<file path="config.mk">
export PLATFORM = sky130hd
export DESIGN_NAME = mptf_entry_unit
export DESIGN_NICKNAME = d
export VERILOG_FILES = /design/src/hdl/metadata_page_table_fill_unit_assert.svh /design/src/hdl/mptf_pkg.sv /design/src/hdl/mptf_entry_unit.sv
export SDC_FILE = /design/constraint.sdc
export NUM_CORES = 1
export LEC_CHECK = 0
export BUFFER_PORTS_ARGS = -buffer_cell sky130_fd_sc_hd__buf_2
export CAP_MARGIN = 20
export CORE_ASPECT_RATIO = 0.9
export CORE_MARGIN = 3
export CORE_UTILIZATION = 40
export DETAILED_ROUTE_END_ITERATION = 16
export PLACE_DENSITY_LB_ADDON = 0.12
export SLEW_MARGIN = 20
export SYNTH_ARGS = -nofsm -noshare
export SYNTH_HDL_FRONTEND = slang
export SYNTH_SLANG_ARGS = --single-unit
</file>
<file path="constraint.sdc">
create_clock -name clk_i -period 9.7 [get_ports clk_i]
set_input_delay 1.455 -clock clk_i [delete_from_list [all_inputs] [get_ports clk_i]]
set_output_delay 1.455 -clock clk_i [all_outputs]
set_load 0.03 [all_outputs]
</file>
<file path="src/hdl/metadata_page_table_fill_unit_assert.svh">
// Assertion macros shared by the metadata page table fill unit.
// Depends on nothing; included by the modules that carry assertions.
`ifndef METADATA_PAGE_TABLE_FILL_UNIT_ASSERT_SVH
`define METADATA_PAGE_TABLE_FILL_UNIT_ASSERT_SVH

// Same-cycle implication, checked outside reset.
`define MPTF_ASSERT_NOW(lbl, clk, rst_n, ante, cons) \
  lbl: assert property (@(posedge clk) disable iff (!rst_n) (ante) |-> (cons)) \
    else $error("mptf assertion failed");

// Next-cycle implication, checked outside reset.
`define MPTF_ASSERT_NEXT(lbl, clk, rst_n, ante, cons) \
  lbl: assert property (@(posedge clk) disable iff (!rst_n) (ante) |=> (cons)) \
    else $error("mptf assertion failed");

`endif

</file>
<file path="src/hdl/mptf_pkg.sv">
// Package of the metadata page table fill unit: field widths, status codes,
// default parameter values. Depends on nothing.
package mptf_pkg;

  localparam int unsigned AddrW  = 48;
  localparam int unsigned BytesW = 25;
  localparam int unsigned PtrW   = 48;
  localparam int unsigned AlignW = 6;
  localparam int unsigned MbpuW  = 7;
  localparam int unsigned EntryW = 64;
  localparam int unsigned StatW  = 2;

  localparam int unsigned PageBytesDef    = 4096;
  localparam int unsigned TableEntriesDef = 4096;

  localparam logic [MbpuW-1:0] MbpuReset = 7'd8;

  localparam logic [StatW-1:0] StatusOk    = 2'd0;
  localparam logic [StatW-1:0] StatusSize  = 2'd1;
  localparam logic [StatW-1:0] StatusRange = 2'd2;

  localparam logic CmdSet = 1'b0;
  localparam logic CmdGet = 1'b1;

endpackage

</file>
<file path="src/hdl/mptf_entry_unit.sv">
// Shared entry arithmetic: shift, multiply by bytes per unit (registered), then
// add the metadata pointer and pack the entry. Depends on mptf_pkg.
module mptf_entry_unit #(
  parameter int unsigned IdxW      = 12,
  parameter int unsigned PageShift = 12
) (
  input  logic                        clk_i,
  input  logic                        calc_i,
  input  logic [IdxW-1:0]             idx_i,
  input  logic [mptf_pkg::AlignW-1:0] align_i,
  input  logic [mptf_pkg::MbpuW-1:0]  mbpu_i,
  input  logic [mptf_pkg::PtrW-1:0]   ptr_i,
  output logic [mptf_pkg::EntryW-1:0] entry_o
);
  import mptf_pkg::*;

  localparam int unsigned ShW   = IdxW + PageShift;
  localparam int unsigned ProdW = ShW + MbpuW;

  logic [ShW-1:0]    shifted;
  logic [ProdW-1:0]  prod_q;
  logic [EntryW-1:0] base;

  // Byte offset of page i, scaled down to alignment units.
  assign shifted = {idx_i, {PageShift{1'b0}}} >> align_i;

  always_ff @(posedge clk_i) begin
    if (calc_i) begin
      prod_q <= ProdW'(shifted) * ProdW'(mbpu_i);
    end
  end

  always_comb begin
    if (ptr_i == '0) begin
      base = '0;
    end else begin
      base = EntryW'(ptr_i) + EntryW'(prod_q);
    end
  end

  // The shift by eight drops the top byte of the sum.
  assign entry_o = {base[EntryW-9:0], 2'b00, align_i};

endmodule

</file>
==> results of run 1 <==
## layer usage
layer	wire length, µm	track usage	part of all wire
met2	11000	0.320	0.47
met1	11400	0.266	0.49
met3	761	0.0202	0.033
met4	123	0.0161	0.0053
met5	0	0	0
## cells by family (layout without fill, tap and decap cells)
kind of cell | count (synthesis) | after routing
adder cells (fa/ha/maj) | 190 | 190
AND/OR/NAND/NOR | 426 | 426
buffers and inverters | 170 | 252
XOR/XNOR | 63 | 63
flip-flops | 31 | 31
multiplexers | 24 | 24
AO/OA/AOI/OAI | 207 | 207
other | 1 | 9
## report_power, final
part	internal [µW]	total, µW	switching (µW)	leakage (µW)
Combinational	246	696	450	0.00464
Clock	94.2	149	54.3	0.0000658
Sequential	173	181	7.34	0.000297
## cell usage in the layout, fill, tap and decap left out, types with 5 or more instances in the layout
master / netlist / routed
o22a_1: 6 / 6
xnor2_1: 46 / 46
ha_1: 80 / 80
fa_1: 110 / 110
buf_2: 5 / 129
o21bai_1: 10 / 10
mux2i_1: 16 / 16
o211ai_1: 7 / 7
nor3_1: 28 / 27
inv_1: 113 / 113
nand4_1: 17 / 17
and2_1: 122 / 122
nor4_1: 15 / 15
a21oi_1: 68 / 68
edfxtp_1: 31 / 31
clkbuf_16: 0 / 5
nand2b_1: 9 / 9
nor2b_1: 11 / 11
o21ai_0: 20 / 20
and3_1: 7 / 7
nand2_1: 96 / 96
nor2_1: 87 / 87
conb_1: 1 / 9
xor2_1: 17 / 17
mux2_2: 8 / 8
a211oi_1: 9 / 9
nand3_1: 20 / 20
o21a_1: 6 / 6
a21o_1: 38 / 38
o21ai_1: 5 / 5
## through the flow
| step | util | area [µm²] | setup WS [ns] | total power (µW) | instances |
|---|---|---|---|---|---|
| global placement | 0.445 | 10000 | 1.84 | 880 | 1491 |
| floorplan | - | 9280 | 2.62 | 707 | 1120 |
| finish | 0.451 | 10200 | 2.12 | 1030 | 1499 |
| global route | 0.451 | 10200 | 1.75 | 1120 | 1499 |
| CTS | 0.451 | 10200 | 2.13 | 1040 | 1499 |
| detailed placement | 0.445 | 10000 | 1.83 | 882 | 1491 |
## final cells by class
class                           instances  area [µm²]  share of cell area
Clock inverter                          3        20.0             0.00197
Clock buffer                            5         125              0.0123
Inverter                              114         428              0.0420
Sequential cell                        31         931              0.0914
Multi-Input combinational cell        919        7650               0.752
Timing Repair Buffer                  130         653              0.0642
Tap cell                              297         372              0.0365
## worst max-delay path, delay by kind of cell
kind,cells,cell delay (ns)
AO/OA/AOI/OAI,9,2.64
adder cells (fa/ha/maj),5,2.39
buffers and inverters,3,0.37
multiplexers,2,0.33
AND/OR/NAND/NOR,2,0.33
XOR/XNOR,1,0.07
## worst paths after layout
kind,cells after the start,slack [ns],endpoint
worst max-delay path,22,2.12,prod_q[30]
worst min-delay path,1,1.76,prod_q[2]
==> impl_metrics.toml, run 1 <==
[cells_and_area]
nFillCells = 2321
layout.nets = 1466
regMostFlops = "prod_q"
area_growth_pct = 10.1
antenna_cells = 0
largest_reg_flops = 31
top_regs = "prod_q: 31 flops"
final_layout_size_suffix_gt1_frac = 0.138

[global_routing]
grt_pass1_wl_um = 39100
gr-total-overflow = 0
grt_pass1_vias = 7914
grt_max_degree = 36
antenna_found_initial = 0
globalRouteTotalUtil = 0.186

[routing]
dr.pass1.iters = 7
drt-wirelength-per-cell_um = 15.5
drc = 0
avgViaCountPerCell = 5.34
routed_wl_um = 23300
drtIter0Drc = 455
ant_nets = 0
via_count = 8000

[floorplan]
core_mm2 = 0.0226
start_util = 0.410
die_x_um = 166
rows = 52
ios = 139
die_area_mm2 = 0.0250
dieHeight_um = 150

[clocking]
clk_pin_slew_ns = 0.06
cts.sinks = 31
numCtsBuffers = 5
clock_path_buffers = 2
htree_levels = 2
post_cts_buffers = 0
post_cts_resized = 0
cts_tree = "built"
cts_root_buffer = "clkbuf_16"
hold_buffers = 0

[pwr]
power_density_mw_per_mm2 = 101
power_leakage_uw = 0.00501
vdd_ir_drop_max_v = 0.0000705

[timing]
finalHoldViolCount = 0
slew_headroom = 0.415
holdWs_ns = 1.76
rsz0062_at_grt = "false"
max_freq_mhz = 132
min_period_over_period = 0.781
period_minus_slack_ns = 7.58
worst_pin_slew_ns = 0.872
maxSlewViolCount = 0
finalSetupViolations = 0
setup_tns_ns = 0

[logic_synthesis]
synthAdderAreaFrac = 0.346
synth_top_family_by_area = "adder cells"
ys_async_sr_fraction = 0
yosysMostFrequentCell = "and2_1"
synth_xor_area_frac = 0.0597
synth_edf_count = 31
yosysTopAreaCell = "fa_1"
synth_compound_area_frac = 0.155
ys_ff_latch = 31
synthSimpleGateAreaFrac = 0.235
syn-instance-count = 1112
syn_area_per_cell_um2 = 8.32
synthMuxAreaShare = 0.0271
synth_ff_type = "edfxtp_1"
ys_seq_area_frac = 0.101
synthTopCellsByArea = "fa_1 24%, ha_1 11%, edfxtp_1 10%"
yosys.area.top_type_share = 0.238
synthTopCellsByCount = "122 x and2_1, 113 x inv_1, 110 x fa_1"
netlist_area_mm2 = 0.00925
ys_types = 64
yosys_warnings = 0

[setup_path]
path_max_fanout = 14
max_stage_delay_ns = 0.74
crit_arrival_ns = 7.61
slowest_stage = "a211oi_1"
required_ns = 9.73
critical_path.most_common_cell = "fa_1"
startpoint = "align_i[0]"
path_cells = "buf_2 -> mux2_2 -> mux2i_1 -> o21ai_0 -> nor2_1 -> a211oi_1 -> and2_1 -> fa_1 -> fa_1 -> fa_1 -> inv_1 -> fa_1 -> inv_1 -> ha_1 -> a21o_1 -> a21o_1 -> a221oi_4 -> o31ai_4 -> a2111oi_4 -> o41ai_1 -> a21oi_1 -> xnor2_1"
worst_setup_path_start_kind = "primary input"
crit_path_end_kind = "flip-flop"
critPathKind = "primary input to flip-flop"

[place]
place_hpwl_um = 19600
io_buffer_count = 129
gp_congestion = 0.890

[outcome]
status = "finished, final reports clean"

[flow_run]
maxCapViolations = 0

[hold_path]
hp-class = "primary input to flip-flop"
min-delay-start = "calc_i"
No activity file was read; power rests on OpenSTA's default activity.
==> run 2, diff against run 1 <==
Settings changed: ABC_AREA from default to 1.
Clock period 9.7 ns to 6.3 ns, I/O delays scaled along.
==> impl_metrics.toml, run 2 <==
[pwr]
power_frac_seq = 0.142
power_leakage_uw = 0.00695
power_frac_comb = 0.721
power_density_mw_per_mm2 = 165
swShare = 0.548
switchingPower_uw = 1100
pwr-share-clk = 0.136
p_int_uw = 911
vdd_ir_drop_max_v = 0.000103

[outcome]
status = "finished, final reports clean"

[logic_synthesis]
synthSimpleGateAreaFrac = 0.373
yosys.area.top_type_share = 0.202
ys_async_sr_fraction = 0
netlist_area_mm2 = 0.0109
synthMuxAreaShare = 0.000916
synthAdderAreaFrac = 0.293
ys_ff_latch = 31
yosysTopAreaCell = "fa_1"
synthTopCellsByArea = "fa_1 20%, nand2_1 18%, inv_1 11%"
synth_edf_count = 31
syn-instance-count = 1768
yosysMostFrequentCell = "nand2_1"
ys_seq_area_frac = 0.0852
synth_ff_type = "edfxtp_1"
synth_top_family_by_area = "simple AND/OR/NAND/NOR gates"
syn_area_per_cell_um2 = 6.18
synth_xor_area_frac = 0.0313
ys_types = 45
synth_compound_area_frac = 0.0773
yosys_warnings = 0
synthTopCellsByCount = "531 x nand2_1, 327 x inv_1, 261 x nor2_1"

[cells_and_area]
layout.nets = 2173
area_growth_pct = 12.0
regMostFlops = "prod_q"
antenna_cells = 0
layout_common_cells = "530 x nand2_1, 327 x inv_1, 260 x nor2_1, 128 x buf_2, 110 x fa_1"
nFillCells = 2969
utilization = 0.462
final_common_cell = "nand2_1"
final_layout_size_suffix_gt1_frac = 0.115
largest_reg_flops = 31
regArea_um2 = 931
top_regs = "prod_q: 31 flops"
layoutNonFillerInstCount = 2257
multi_input_area_mm2 = 0.00853

[timing]
worst_pin_slew_ns = 0.797
rsz0062_at_grt = "false"
timing.final.ws_setup_ns = 0.276
min_period_over_period = 0.956
finalSetupViolations = 0
finalHoldViolCount = 0
slew_headroom = 0.468
maxSlewViolCount = 0
setup_tns_ns = 0
max_freq_mhz = 166
period_minus_slack_ns = 6.02

[routing]
ant_nets = 0
via_count = 11600
avgViaCountPerCell = 5.12
drt-wirelength-per-cell_um = 16.2
dr.pass1.iters = 5
routed_wl_um = 36500
drc = 0
drtIter0Drc = 1085

[hold_path]
hp-class = "primary input to flip-flop"
min-delay-start = "calc_i"

[clocking]
htree_levels = 2
cts.sinks = 31
clock_path_buffers = 2
cts_tree = "built"
clk_pin_slew_ns = 0.06
numCtsBuffers = 5
cts_root_buffer = "clkbuf_16"

[setup_path]
required_ns = 6.39
slowest_stage = "fa_1"
path_max_fanout = 19
critPathKind = "primary input to flip-flop"
max_stage_delay_ns = 0.56
worst_setup_path_start_kind = "primary input"
crit_arrival_ns = 6.12
path_cells = "clkbuf_4 -> inv_4 -> nand2_1 -> and2_4 -> nand2_1 -> nand2_1 -> nor2_2 -> nand2_1 -> a21oi_1 -> fa_1 -> fa_1 -> fa_1 -> inv_1 -> fa_1 -> inv_1 -> ha_1 -> nand2_1 -> nor2_1 -> inv_1 -> nor2_2 -> nand4_1 -> nand3_1 -> xor2_1"
startpoint = "align_i[0]"
crit_path_end_kind = "flip-flop"
critical_path.most_common_cell = "nand2_1"

[global_routing]
antenna_found_initial = 0
grt_pass1_vias = 11000
globalRouteTotalUtil = 0.250
grt_pass1_wl_um = 59000
gr-total-overflow = 0
grt_max_degree = 32

[place]
post-place-cells = 2249
place_ws_ns = -0.150
gp_congestion = 0.967
place_hpwl_um = 32200
io_buffer_count = 129

[floorplan]
start_util = 0.412
die_area_mm2 = 0.0293
die_x_um = 180
ios = 139
dieHeight_um = 163
rows = 56
core_mm2 = 0.0265

[flow_run]
maxCapViolations = 0
run 2: changes by cell type after synthesis, moves of 10 or more:
cell | previous run | this run
clkbuf_1 | 35 | 7
xnor2_1 | 46 | 23
nor2_1 | 87 | 261
nand2_2 | 0 | 14
and2_1 | 122 | 3
a21oi_1 | 68 | 86
nor3_1 | 28 | 15
nor2b_1 | 11 | 0
inv_1 | 113 | 327
nand3_1 | 20 | 98
mux2i_1 | 16 | 1
a21o_1 | 38 | 5
o21ai_2 | 0 | 10
nand2_1 | 96 | 531
run 2: layout make-up:
type	instances	share of cell area
multi-input combinational	1372	0.698
inverter	338	0.104
sequential	31	0.0761
timing repair buffer	160	0.0731
tap	348	0.0356
clock buffer	5	0.0102
clock inverter	3	0.00317
run 2: cell families after synthesis:
group | count (synthesis)
multiplexers | 1
other | 1
XOR/XNOR | 39
flip-flops | 31
adder cells (fa/ha/maj) | 190
AND/OR/NAND/NOR | 983
buffers and inverters | 373
AO/OA/AOI/OAI | 150
run 2: final timing paths:
check	endpoint	cells after the start	slack [ns]
setup / recovery	prod_q[20]	23	0.28
hold / removal	prod_q[29]	1	1.27
run 2: stage by stage:
step | power [µW] | area [µm²] | hold slack, ns
after floorplan | 1300 | 11000 | 1.06
after global placement | 1730 | 12000 | 1.57
after detailed placement | 1730 | 12000 | 1.57
after CTS | 2010 | 12200 | 1.28
after global routing | 2200 | 12200 | 1.30
final | 2020 | 12200 | 1.27
run 2: metal layers:
metal	wire length, µm	track usage	up-vias
li1	-	-	5713
met2	14400	0.359	384
met3	3740	0.0621	12
met5	0	0	-
met4	151	0.0136	0
met1	18200	0.395	5452
run 2: worst max-delay path, delay by kind of cell:
kind	cells	cell delay (ns)
compound gates	1	0.25
xor+xnor	1	0.26
fa+ha+maj	5	2.44
buf+inv	5	0.53
simple gates	11	1.68
run 2: power by group through the flow:
stage / Clock [µW] / Sequential [µW] / Combinational, µW
after floorplan: 0 / 286 / 1020
after global placement: 0 / 292 / 1440
after detailed placement: 0 / 292 / 1440
after CTS: 279 / 288 / 1440
after global routing: 290 / 291 / 1620
final: 275 / 287 / 1450
run 2: repair_timing:
action | CTS | global route
hold endpoints to repair | 0 | 0
buffers inserted | 0 | 0
hold buffers | 0 | 0
setup endpoints to repair | 0 | 12
gates resized for setup | 0 | 11
==> run 3, diff against run 2 <==
Clock period 6.3 ns to 5.95 ns, I/O delays scaled along.
==> impl_metrics.toml, run 3 (synthesis gave the netlist of run 2 again) <==
[setup_path]
critical_path.most_common_cell = "nand2_1"
required_ns = 6.00
crit_path_end_kind = "flip-flop"
path_cells = "clkbuf_4 -> o21ai_1 -> o21ai_1 -> buf_4 -> o21ai_4 -> nand2_1 -> nand2_1 -> nand2_2 -> nor2_1 -> fa_1 -> fa_1 -> fa_1 -> inv_1 -> fa_1 -> inv_1 -> ha_1 -> nand2_1 -> inv_1 -> a21boi_1 -> nand2_1 -> nand4_1 -> nand2_1 -> nand2_1 -> nand2_1"
critPathKind = "primary input to flip-flop"
max_stage_delay_ns = 0.56
path_max_fanout = 18
slowest_stage = "fa_1"
crit_arrival_ns = 5.80
worst_setup_path_start_kind = "primary input"

[cells_and_area]
top_regs = "prod_q: 31 flops"
fin_area_mm2 = 0.0133
antenna_cells = 0
area_growth_pct = 21.5
layout.nets = 2280
layout_common_cells = "524 x nand2_1, 327 x inv_1, 251 x nor2_1, 136 x buf_4, 128 x buf_2"
final_layout_size_suffix_gt1_frac = 0.184
largest_reg_flops = 31
regMostFlops = "prod_q"
layoutNonFillerInstCount = 2364
final_common_cell = "nand2_1"
nFillCells = 2843

[routing]
dr.pass1.iters = 5
routed_wl_um = 36900
drt-wirelength-per-cell_um = 15.6
ant_nets = 0
drc = 0
avgViaCountPerCell = 5.06
drtIter0Drc = 1053
via_count = 12000

[floorplan]
dieHeight_um = 163
rows = 56
ios = 139
die_area_mm2 = 0.0293
start_util = 0.412
core_mm2 = 0.0265
die_x_um = 180

[timing]
min_period_over_period = 0.967
slew_headroom = 0.468
finalHoldViolCount = 0
setup_tns_ns = 0
maxSlewViolCount = 0
finalSetupViolations = 0
rsz0062_at_grt = "true"
period_minus_slack_ns = 5.75
worst_pin_slew_ns = 0.797
max_freq_mhz = 174

[clocking]
cts.sinks = 31
htree_levels = 2
cts_tree = "built"
numCtsBuffers = 5
clk_pin_slew_ns = 0.06
clock_path_buffers = 2
cts_root_buffer = "clkbuf_16"

[global_routing]
antenna_found_initial = 0
globalRouteMet3Util = 0.0422
globalRouteTotalUtil = 0.248
grt_max_degree = 32
gr-total-overflow = 0
use_met2 = 0.352
grt_pass1_wl_um = 58900
busiest_layer = "met1"
met1_usage = 0.406
grt_pass1_vias = 11100

[outcome]
status = "finished, final reports clean"

[flow_run]
maxCapViolations = 0

[place]
io_buffer_count = 129
place_area_mm2 = 0.0128
gp_congestion = 0.984
post-place-cells = 2353
place_hpwl_um = 32500

[pwr]
pwr-share-clk = 0.130
power_leakage_uw = 0.00750
p_int_uw = 1060
vdd_ir_drop_max_v = 0.000133
switchingPower_uw = 1200
power_uw = 2260
power_density_mw_per_mm2 = 170
power_frac_seq = 0.134
power_frac_comb = 0.736
swShare = 0.533

[hold_path]
holdPathStages = 1
hp-class = "primary input to flip-flop"
[run 3: changes by cell type in the layout (fill, tap and decap cells not counted), sizes merged]
cell | before | now
buf | 159 | 266
[run 3: final cells by class]
| class | count | area [µm²] | share of cell area |
|---|---|---|---|
| Multi-Input combinational cell | 1372 | 8750 | 0.660 |
| Timing Repair Buffer | 267 | 1710 | 0.129 |
| Inverter | 338 | 1270 | 0.0958 |
| Sequential cell | 31 | 931 | 0.0702 |
| Tap cell | 348 | 435 | 0.0328 |
| Clock buffer | 5 | 125 | 0.00943 |
| Clock inverter | 3 | 38.8 | 0.00292 |
[run 3: critical path: cells and delay by family]
family	cells	cell delay (ns)
and+or+nand+nor	10	1.11
adders and majority gates	5	2.40
AOI/OAI and AO/OA	4	0.88
buffers and inverters	5	0.51
[run 3: layer usage]
layer  vias up  wire length, µm
met5         -                0
met4         0              160
met3        13             3100
met2       430            14500
met1      5613            19200
li1       5910                -
[run 3: timing repair]
action                     in CTS  in global routing
hold buffers                    0                  0
setup buffers                   0                  3
gates resized for setup         0                 70
setup endpoints to repair       0                 20
[run 3: path summary, 6_finish.rpt]
| kind | endpoint | slack [ns] | startpoint |
|---|---|---|---|
| max | prod_q[27] | 0.20 | align_i[0] |
| min | prod_q[29] | 1.21 | calc_i |
[run 3: power by group through the flow]
stage                     clock (µW)  sequential, µW  combinational (µW)
final                            293             304                1660
after global placement             0             309                1610
after CTS                        299             304                1620
after global routing             312             307                1830
after floorplan                    0             303                1080
after detailed placement           0             309                1610
[run 3: stage by stage]
stage,setup WS (ns),hold WS (ns),util
5_1_grt,-0.0297,1.26,0.501
3_5_place_dp,-0.299,1.52,0.485
6_report,0.199,1.21,0.501
2_1_floorplan,0.520,1.01,-
4_1_cts,0.00983,1.22,0.491
3_3_place_gp,-0.272,1.51,0.485
